File: src/rtl/core/trds_pkg.sv
// ---------------------------------------------------------------------------
// trds_pkg
// shared constants, command and status types of the triangle rasterizer
// ---------------------------------------------------------------------------
package trds_pkg;

    localparam int DISP_W   = 32;
    localparam int DISP_H   = 32;
    localparam int ROW_COLS = (DISP_W < 32) ? DISP_W : 32;
    localparam int DEPTH_N  = DISP_W * DISP_H;
    localparam int ADDR_W   = $clog2(DEPTH_N);
    localparam int X_W      = 6;
    localparam int E_W      = 36;
    localparam int ACC_W    = 62;
    localparam int DVS_W    = 34;
    localparam int Z_W      = 24;

    localparam logic [Z_W-1:0] INV_MAX = 24'hFFFFFF;

    localparam logic [1:0] OP_LOAD   = 2'd0;
    localparam logic [1:0] OP_ROW    = 2'd1;
    localparam logic [1:0] OP_CLEAR  = 2'd2;
    localparam logic [1:0] SLOT_NONE = 2'd3;

    localparam logic [2:0] MK_NONE   = 3'd0;
    localparam logic [2:0] MK_AREA_A = 3'd1;
    localparam logic [2:0] MK_AREA_B = 3'd2;
    localparam logic [2:0] MK_EDGE_A = 3'd3;
    localparam logic [2:0] MK_EDGE_B = 3'd4;
    localparam logic [2:0] MK_ZW     = 3'd5;
    localparam logic [2:0] MK_CW     = 3'd6;

    localparam logic [2:0] ACC_HOLD  = 3'd0;
    localparam logic [2:0] ACC_LOAD  = 3'd1;
    localparam logic [2:0] ACC_ADD   = 3'd2;
    localparam logic [2:0] ACC_SUB   = 3'd3;
    localparam logic [2:0] ACC_UNIT  = 3'd4;

    localparam logic [1:0] DK_INV    = 2'd0;
    localparam logic [1:0] DK_Z      = 2'd1;
    localparam logic [1:0] DK_COL    = 2'd2;

    typedef struct packed {
        logic [2:0] mkind;
        logic [1:0] midx;
        logic [1:0] chan;
        logic [2:0] acc_op;
        logic [1:0] div_kind;
        logic       div_start;
        logic       vtx_we;
        logic       row_we;
        logic       area_we;
        logic       edge_we;
        logic       inv_we;
        logic       inv_sat;
        logic       x_load;
        logic       x_step;
        logic       mem_rd;
        logic       mem_we;
        logic       clr_we;
        logic       col_we;
        logic       pend_load;
        logic       pend_clr;
        logic       out_pend;
        logic       out_empty;
        logic       out_last;
    } trds_cmd_t;

    typedef struct packed {
        logic       area_pos;
        logic       row_in_box;
        logic       x_lt_xmax;
        logic       in_tri;
        logic [2:0] inv_small;
        logic       div_done;
        logic       depth_win;
        logic       pend_valid;
        logic       out_free;
        logic       clr_last;
    } trds_stat_t;

    function automatic logic [1:0] nxt(input logic [1:0] k);
        logic [1:0] r;
        case (k)
            2'd0:    r = 2'd1;
            2'd1:    r = 2'd2;
            default: r = 2'd0;
        endcase
        return r;
    endfunction

endpackage

File: src/rtl/core/trds_ctrl.sv
// ---------------------------------------------------------------------------
// trds_ctrl
// sequencer: clear sweep, triangle setup, row walk and result hand-off
// ---------------------------------------------------------------------------
module trds_ctrl
    import trds_pkg::*;
(
    input  logic       clk,
    input  logic       rst_n,
    input  logic       in_valid,
    input  logic [1:0] in_op,
    input  logic [1:0] in_slot,
    output logic       in_ready,
    input  trds_stat_t stat,
    output trds_cmd_t  cmd
);

    localparam logic [3:0] ST_CLEAR    = 4'd0;
    localparam logic [3:0] ST_IDLE     = 4'd1;
    localparam logic [3:0] ST_AREA     = 4'd2;
    localparam logic [3:0] ST_CHECK    = 4'd3;
    localparam logic [3:0] ST_EDGE     = 4'd4;
    localparam logic [3:0] ST_INV      = 4'd5;
    localparam logic [3:0] ST_INV_WAIT = 4'd6;
    localparam logic [3:0] ST_TEST     = 4'd7;
    localparam logic [3:0] ST_NEXT     = 4'd8;
    localparam logic [3:0] ST_Z        = 4'd9;
    localparam logic [3:0] ST_Z_WAIT   = 4'd10;
    localparam logic [3:0] ST_COL      = 4'd11;
    localparam logic [3:0] ST_COL_WAIT = 4'd12;
    localparam logic [3:0] ST_EMIT     = 4'd13;
    localparam logic [3:0] ST_FINISH   = 4'd14;

    logic [3:0] state_reg, state_next;
    logic [2:0] step_reg, step_next;
    logic [1:0] idx_reg, idx_next;

    always_ff @(posedge clk or negedge rst_n)
    begin
        if (!rst_n)
        begin
            state_reg <= ST_CLEAR;
            step_reg  <= '0;
            idx_reg   <= '0;
        end
        else
        begin
            state_reg <= state_next;
            step_reg  <= step_next;
            idx_reg   <= idx_next;
        end
    end

    always_comb
    begin
        cmd        = '0;
        in_ready   = 1'b0;
        state_next = state_reg;
        step_next  = step_reg;
        idx_next   = idx_reg;
        case (state_reg)
            ST_CLEAR:
            begin
                cmd.clr_we = 1'b1;
                if (stat.clr_last)
                    state_next = ST_IDLE;
            end
            ST_IDLE:
            begin
                in_ready = 1'b1;
                if (in_valid)
                begin
                    case (in_op)
                        OP_LOAD:  cmd.vtx_we = (in_slot != SLOT_NONE);
                        OP_ROW:
                        begin
                            cmd.row_we = 1'b1;
                            state_next = ST_AREA;
                            step_next  = '0;
                        end
                        OP_CLEAR: state_next = ST_CLEAR;
                        default:  ;
                    endcase
                end
            end
            ST_AREA:
            begin
                case (step_reg)
                    3'd0: cmd.mkind = MK_AREA_A;
                    3'd1:
                    begin
                        cmd.mkind  = MK_AREA_B;
                        cmd.acc_op = ACC_LOAD;
                    end
                    3'd2: cmd.acc_op = ACC_SUB;
                    default: cmd.area_we = 1'b1;
                endcase
                step_next = step_reg + 3'd1;
                if (step_reg == 3'd3)
                    state_next = ST_CHECK;
            end
            ST_CHECK:
            begin
                if (stat.area_pos && stat.row_in_box)
                begin
                    cmd.x_load = 1'b1;
                    state_next = ST_EDGE;
                    step_next  = '0;
                    idx_next   = '0;
                end
                else
                    state_next = ST_FINISH;
            end
            ST_EDGE:
            begin
                cmd.midx = idx_reg;
                case (step_reg)
                    3'd0: cmd.mkind = MK_EDGE_A;
                    3'd1:
                    begin
                        cmd.mkind  = MK_EDGE_B;
                        cmd.acc_op = ACC_LOAD;
                    end
                    3'd2: cmd.acc_op = ACC_SUB;
                    default: cmd.edge_we = 1'b1;
                endcase
                step_next = step_reg + 3'd1;
                if (step_reg == 3'd3)
                begin
                    step_next = '0;
                    if (idx_reg == 2'd2)
                    begin
                        idx_next   = '0;
                        state_next = ST_INV;
                    end
                    else
                        idx_next = idx_reg + 2'd1;
                end
            end
            ST_INV:
            begin
                cmd.midx     = idx_reg;
                cmd.div_kind = DK_INV;
                if (step_reg == 3'd0)
                begin
                    if (stat.inv_small[idx_reg])
                    begin
                        cmd.inv_sat = 1'b1;
                        if (idx_reg == 2'd2)
                            state_next = ST_TEST;
                        else
                            idx_next = idx_reg + 2'd1;
                    end
                    else
                    begin
                        cmd.acc_op = ACC_UNIT;
                        step_next  = 3'd1;
                    end
                end
                else
                begin
                    cmd.div_start = 1'b1;
                    state_next    = ST_INV_WAIT;
                end
            end
            ST_INV_WAIT:
            begin
                cmd.midx = idx_reg;
                if (stat.div_done)
                begin
                    cmd.inv_we = 1'b1;
                    step_next  = '0;
                    if (idx_reg == 2'd2)
                        state_next = ST_TEST;
                    else
                    begin
                        idx_next   = idx_reg + 2'd1;
                        state_next = ST_INV;
                    end
                end
            end
            ST_TEST:
            begin
                step_next = '0;
                idx_next  = '0;
                if (!stat.x_lt_xmax)
                    state_next = ST_FINISH;
                else if (stat.in_tri)
                begin
                    cmd.mem_rd = 1'b1;
                    state_next = ST_Z;
                end
                else
                    state_next = ST_NEXT;
            end
            ST_NEXT:
            begin
                cmd.x_step = 1'b1;
                state_next = ST_TEST;
            end
            ST_Z, ST_COL:
            begin
                cmd.chan     = idx_reg;
                cmd.midx     = step_reg[1:0];
                cmd.div_kind = (state_reg == ST_Z) ? DK_Z : DK_COL;
                if (step_reg < 3'd3)
                    cmd.mkind = (state_reg == ST_Z) ? MK_ZW : MK_CW;
                case (step_reg)
                    3'd0: cmd.acc_op = ACC_HOLD;
                    3'd1: cmd.acc_op = ACC_LOAD;
                    3'd4: cmd.div_start = 1'b1;
                    default: cmd.acc_op = ACC_ADD;
                endcase
                step_next = step_reg + 3'd1;
                if (step_reg == 3'd4)
                    state_next = (state_reg == ST_Z) ? ST_Z_WAIT : ST_COL_WAIT;
            end
            ST_Z_WAIT:
            begin
                step_next = '0;
                if (stat.div_done)
                begin
                    if (stat.depth_win)
                    begin
                        cmd.mem_we = 1'b1;
                        idx_next   = '0;
                        state_next = ST_COL;
                    end
                    else
                        state_next = ST_NEXT;
                end
            end
            ST_COL_WAIT:
            begin
                cmd.chan  = idx_reg;
                step_next = '0;
                if (stat.div_done)
                begin
                    cmd.col_we = 1'b1;
                    if (idx_reg == 2'd2)
                        state_next = ST_EMIT;
                    else
                    begin
                        idx_next   = idx_reg + 2'd1;
                        state_next = ST_COL;
                    end
                end
            end
            ST_EMIT:
            begin
                if (!stat.pend_valid)
                begin
                    cmd.pend_load = 1'b1;
                    state_next    = ST_NEXT;
                end
                else if (stat.out_free)
                begin
                    cmd.out_pend  = 1'b1;
                    cmd.pend_load = 1'b1;
                    state_next    = ST_NEXT;
                end
            end
            ST_FINISH:
            begin
                if (stat.out_free)
                begin
                    cmd.out_last  = 1'b1;
                    cmd.out_pend  = stat.pend_valid;
                    cmd.out_empty = !stat.pend_valid;
                    cmd.pend_clr  = 1'b1;
                    state_next    = ST_IDLE;
                end
            end
            default: state_next = ST_IDLE;
        endcase
    end

endmodule

File: config.mk
export PLATFORM = sky130hd
export DESIGN_NAME = trds_ctrl
export DESIGN_NICKNAME = d
export VERILOG_FILES = /design/src/rtl/core/trds_pkg.sv /design/src/rtl/core/trds_ctrl.sv
export SDC_FILE = /design/constraint.sdc
export NUM_CORES = 1
export LEC_CHECK = 0
export BUFFER_PORTS_ARGS = -buffer_cell sky130_fd_sc_hd__buf_2
export CORE_MARGIN = 2
export CORE_UTILIZATION = 40
export CTS_CLUSTER_SIZE = 30
export DETAILED_ROUTE_END_ITERATION = 8
export GPL_TIMING_DRIVEN = 0
export HOLD_SLACK_MARGIN = 0.06
export PLACE_DENSITY = 0.67
export SETUP_SLACK_MARGIN = 0.4
export SLEW_MARGIN = 20
export SYNTH_ARGS = -nofsm -noshare
export SYNTH_HDL_FRONTEND = slang
export SYNTH_SLANG_ARGS = --single-unit
File: constraint.sdc
create_clock -name clk -period 3 [get_ports clk]
set_clock_uncertainty 0.2 [all_clocks]
set_input_delay 0.3 -clock clk [delete_from_list [all_inputs] [get_ports clk]]
set_output_delay 0.3 -clock clk [all_outputs]
set_load 0.02 [all_outputs]
# Word-level counts from Yosys, hierarchy flattened
# Index checks and enable logic that the tools add are counted.
# op_classes
order_cmp	2
n_eq_ne	43
n_reduce_logical	19
addsub	2
mux	92
# ops
cell	n
$mux W4	18
$pmux W4 S14	1
$mux W3	12
$mux W2	17
$ne A2 B2 Y1 const B	16
$mux W1	31
$eq A4 B4 Y1 const B	7
$pmux W3 S7	1
$pmux W3 S3	2
$eq A4 B3 Y1 const B	4
$pmux W2 S2	4
$reduce_or A3 Y1	5
$reduce_and A14 Y1	1
$pmux W2 S6	1
$pmux W3 S2	2
$ne A3 B3 Y1 const B	3
$eq A4 B2 Y1 const B	2
$pmux W4 S2	1
$reduce_and A8 Y1	1
$reduce_or A2 Y1	4
$reduce_and A7 Y1	1
$reduce_bool A7 Y1	1
$eq A3 B2 Y1 const B	2
$reduce_bool A6 Y1	1
18 further kinds	20
# word_totals
wordCells	161
output_inout_bits	31
ff_bits	9

# Longest topological paths before layout
# depth
word_depth	5
depth_mapped	9
mapped_depth_nobuf	7

# Least setup slack after synthesis
# No wires, ideal clock.
# synth_timing
path_kind	register -> output
from	register state_reg[0]
to	output cmd[28] in the netlist's numbering
path_stages_with_launch	7
arrival_time_ps	1998
required_ps	2500
setup_slack_ps	502
cell_sequence	dfrtp_1 > clkbuf_1 > clkbuf_1 > nand2_1 > nor2_1 > o21ai_0 > a21oi_1
# synth_rtl
element	line_no	rtl
start: declaration	trds_ctrl.sv:34	logic [3:0] state_reg, state_next;
start signal: assignment	trds_ctrl.sv:48	state_reg <= state_next;
end: declaration	trds_ctrl.sv:15	output trds_cmd_t cmd

==> flow_metrics.py <==
metrics = {
    "outcome": {
        "status": "complete, no violations",
    },
    "die": {
        "rows": 22,
        "fp.coreArea_um2": 3661,
        "dieHeight_um": 65.60,
        "initial_core_util_pct": 41.46,
        "die_w_um": 65.60,
        "io_pins": 50,
        "die_area_um2": 4303,
    },
    "setup_path": {
        "critPathLaunchType": "flop",
        "slowest_delay_ns": 0.47,
        "crit_start": "state_reg[0]",
        "timing.rr.start": "step_reg[2]",
        "reg2reg_depth": 9,
        "slowest_stage": "dfrtp_1",
        "crit_type": "flop to output port",
        "cpMostUsedCell": "clkbuf_2",
        "critical_path_arrival_ns": 2.04,
        "crit_end": "cmd[28]",
        "path_buf_inv": 3,
        "crit_cells": 7,
        "crit_family": "buffers and inverters",
        "cp-end-kind": "output port",
        "r2r-end": "state_reg[3]",
        "path_max_fanout": 10,
        "regToRegSetupSlack_ns": 0.47,
        "crit_chain": "clkbuf_2, clkbuf_2, nand2_1, nor2_1, o21ai_0, a21oi_1, buf_2",
        "worst_ep_required_time_ns": 2.50,
    },
    "sta": {
        "fmax_mhz": 393.3,
        "worstMarginPinSlew_ns": 0.5146,
        "fin_setup_tns_ns": 0,
        "period_share_pct": 84.75,
        "post-route-min-period_ns": 2.542,
        "maxSlewHeadroom_pct": 65.63,
        "grt_setup_unrepaired": "true",
        "hold_viol": 0,
        "setup_viol": 0,
        "drv_slew": 0,
    },
    "logic_synthesis": {
        "synth_area_um2": 1518,
        "synth.avg_cell_area_um2": 6.806,
        "syn_nets": 254,
        "ys_types": 47,
        "synth_seq_cells": 9,
        "synth_edf_count": 0,
        "async_reset_ff_share_pct": 100.0,
        "seq_area_frac_synth_pct": 14.84,
        "synth_ff_type": "dfrtp_1",
        "synthCells": 223,
        "ys_warn_count": 0,
    },
    "place": {
        "dp_cells": 320,
        "finalWeightedCongestion": 0.8835,
        "hpwlAfterDp_um": 3683,
        "port_buffers": 49,
    },
    "hold_path": {
        "hold_path_class": "input port to asynchronous set/reset pin",
    },
    "grt": {
        "grt_max_degree": 11,
        "antenna_found_initial": 0,
        "first_global_vias": 1609,
        "grt_pass1_wl_um": 7548,
        "grt_usage_pct": 22.14,
        "overflow": 0,
    },
    "flow_run": {
        "max_cap_violations": 0,
    },
    "finish": {
        "antenna_cells": 0,
        "largest_reg_flops": 4,
        "synthToLayoutAreaGrowth_pct": 26.88,
        "fin_cells": 325,
        "nFillCells": 385,
        "final_common_cell": "buf_2",
        "final_cell_mix": "buf_2 (53), nand2_1 (30), nor2_1 (27)",
        "final_nets": 309,
        "drive_gt1_share_pct": 30.32,
    },
    "routing": {
        "drc": 0,
        "dr_total_vias": 1852,
        "drt-initial-drc-count": 147,
        "wire_per_inst_um": 14.69,
        "vias_per_cell": 5.698,
        "routed_wl_um": 4775,
        "dr.pass1.iters": 4,
        "ant_nets": 0,
    },
    "clock_tree": {
        "htreeDepth": 1,
        "clock-sinks": 9,
        "numCtsBuffers": 3,
        "clkTransAtPathRegs_ns": 0.04,
        "insertion_delay_ns": 0.23,
        "cts_tree": "done",
        "post_cts_buffers": 0,
        "root_buffer": "clkbuf_8",
        "clockBufferDepth": 2,
    },
    "power_and_ir_drop": {
        "ir_worst_vdd_mv": 0.4926,
        "pwr_density_cell_nw_per_um2": 1149,
        "p_leak_nw": 0.9336,
    },
}
report_power, final:
part           internal [mW]  switching [mW]  total, mW
Clock                 0.0925          0.0465      0.139
Sequential             0.178          0.0638      0.241
Combinational          0.729            1.10       1.83
worst min-delay path by stage:
| stage | start | depth (start not counted) | slack (ns) | end |
|---|---|---|---|---|
| 3_5_place_dp | rst_n | 1 | -0.04 | step_reg[2] |
| 4_1_cts | rst_n | 2 | 0.25 | step_reg[2] |
| 3_3_place_gp | rst_n | 1 | -0.03 | step_reg[1] |
| 2_1_floorplan | rst_n | 0 | -0.20 | idx_reg[0] |
| 5_1_grt | rst_n | 2 | 0.26 | step_reg[2] |
| 6_report | rst_n | 2 | 0.25 | step_reg[2] |
layer usage:
metal,GRT usage (%),vias up,part of all wire (%)
met5,0,-,0
li1,-,904,-
met2,35.33,81,47
met3,4.623,12,8.2
met1,30.38,855,43
met4,5.469,0,1.8
timing repair:
item                       4_1_cts  5_1_grt
hold buffers                     1        0
resized for setup                8       11
pin swaps                        0        0
cloned                           0        0
hold endpoints to repair         9        0
setup endpoints to repair       16       13
synthesized netlist by cell type (2+ instances only):
cell type   n  area, µm²
nand2_1    30      112.6
nor2_1     27      101.4
a21oi_1    15      75.07
inv_1      15      56.30
ha_1       12      150.1
nor3_1     10      50.05
o21ai_0    10      50.05
dfrtp_1     9      225.2
nor2b_1     8      50.05
nand2b_1    7      43.79
nand3_1     6      30.03
clkbuf_1    5      18.77
o22ai_1     5      31.28
a221oi_1    4      35.03
a32oi_1     4      35.03
buf_1       4      15.01
buf_2       4      20.02
mux2i_1     4      40.04
a22oi_1     3      22.52
a31oi_1     3      18.77
and3_1      3      18.77
mux2_2      3      33.78
nor4_1      3      18.77
buf_4       2      15.01
buf_6       2      22.52
mux2_4      2      30.03
nand4_1     2      12.51
xor2_1      2      17.52
metrics by stage:
| step | power (mW) | cell area [µm²] | setup slack (ns) | utilization, % | hold WS (ns) |
|---|---|---|---|---|---|
| 3_3_place_gp | 1.969 | 1823 | 0.3696 | 49.79 | -0.03195 |
| 2_1_floorplan | 1.555 | 1518 | 0.5021 | - | -0.1956 |
| 4_1_cts | 2.136 | 1893 | 0.4188 | 51.71 | 0.2536 |
| 5_1_grt | 2.389 | 1926 | 0.3426 | 52.60 | 0.2609 |
| 3_5_place_dp | 1.968 | 1823 | 0.3699 | 49.79 | -0.03516 |
| 6_report | 2.212 | 1926 | 0.4576 | 52.60 | 0.2504 |
layout make-up:
| cell class | count | area, µm² | area share, % |
|---|---|---|---|
| inverter | 15 | 56.30 | 2.924 |
| sequential | 9 | 226.5 | 11.76 |
| tap | 48 | 60.06 | 3.119 |
| multi-input combinational | 182 | 1179 | 61.21 |
| timing repair buffer | 50 | 255.2 | 13.26 |
| clock buffer | 4 | 45.04 | 2.339 |
| buffer | 17 | 103.9 | 5.393 |
kinds of logic (layout without fill, tap and decap cells):
group	count (synthesis)	count (layout)	share of synthesized area, %
flip-flops	9	9	14.84
adder cells (fa/ha/maj)	13	13	10.55
AND/OR/NAND/NOR	102	102	31.99
XOR/XNOR	3	3	1.732
multiplexers	9	9	6.843
buffers and inverters	32	86	9.727
AO/OA/AOI/OAI	55	55	24.32
No activity file was read; power rests on OpenSTA's default activity.
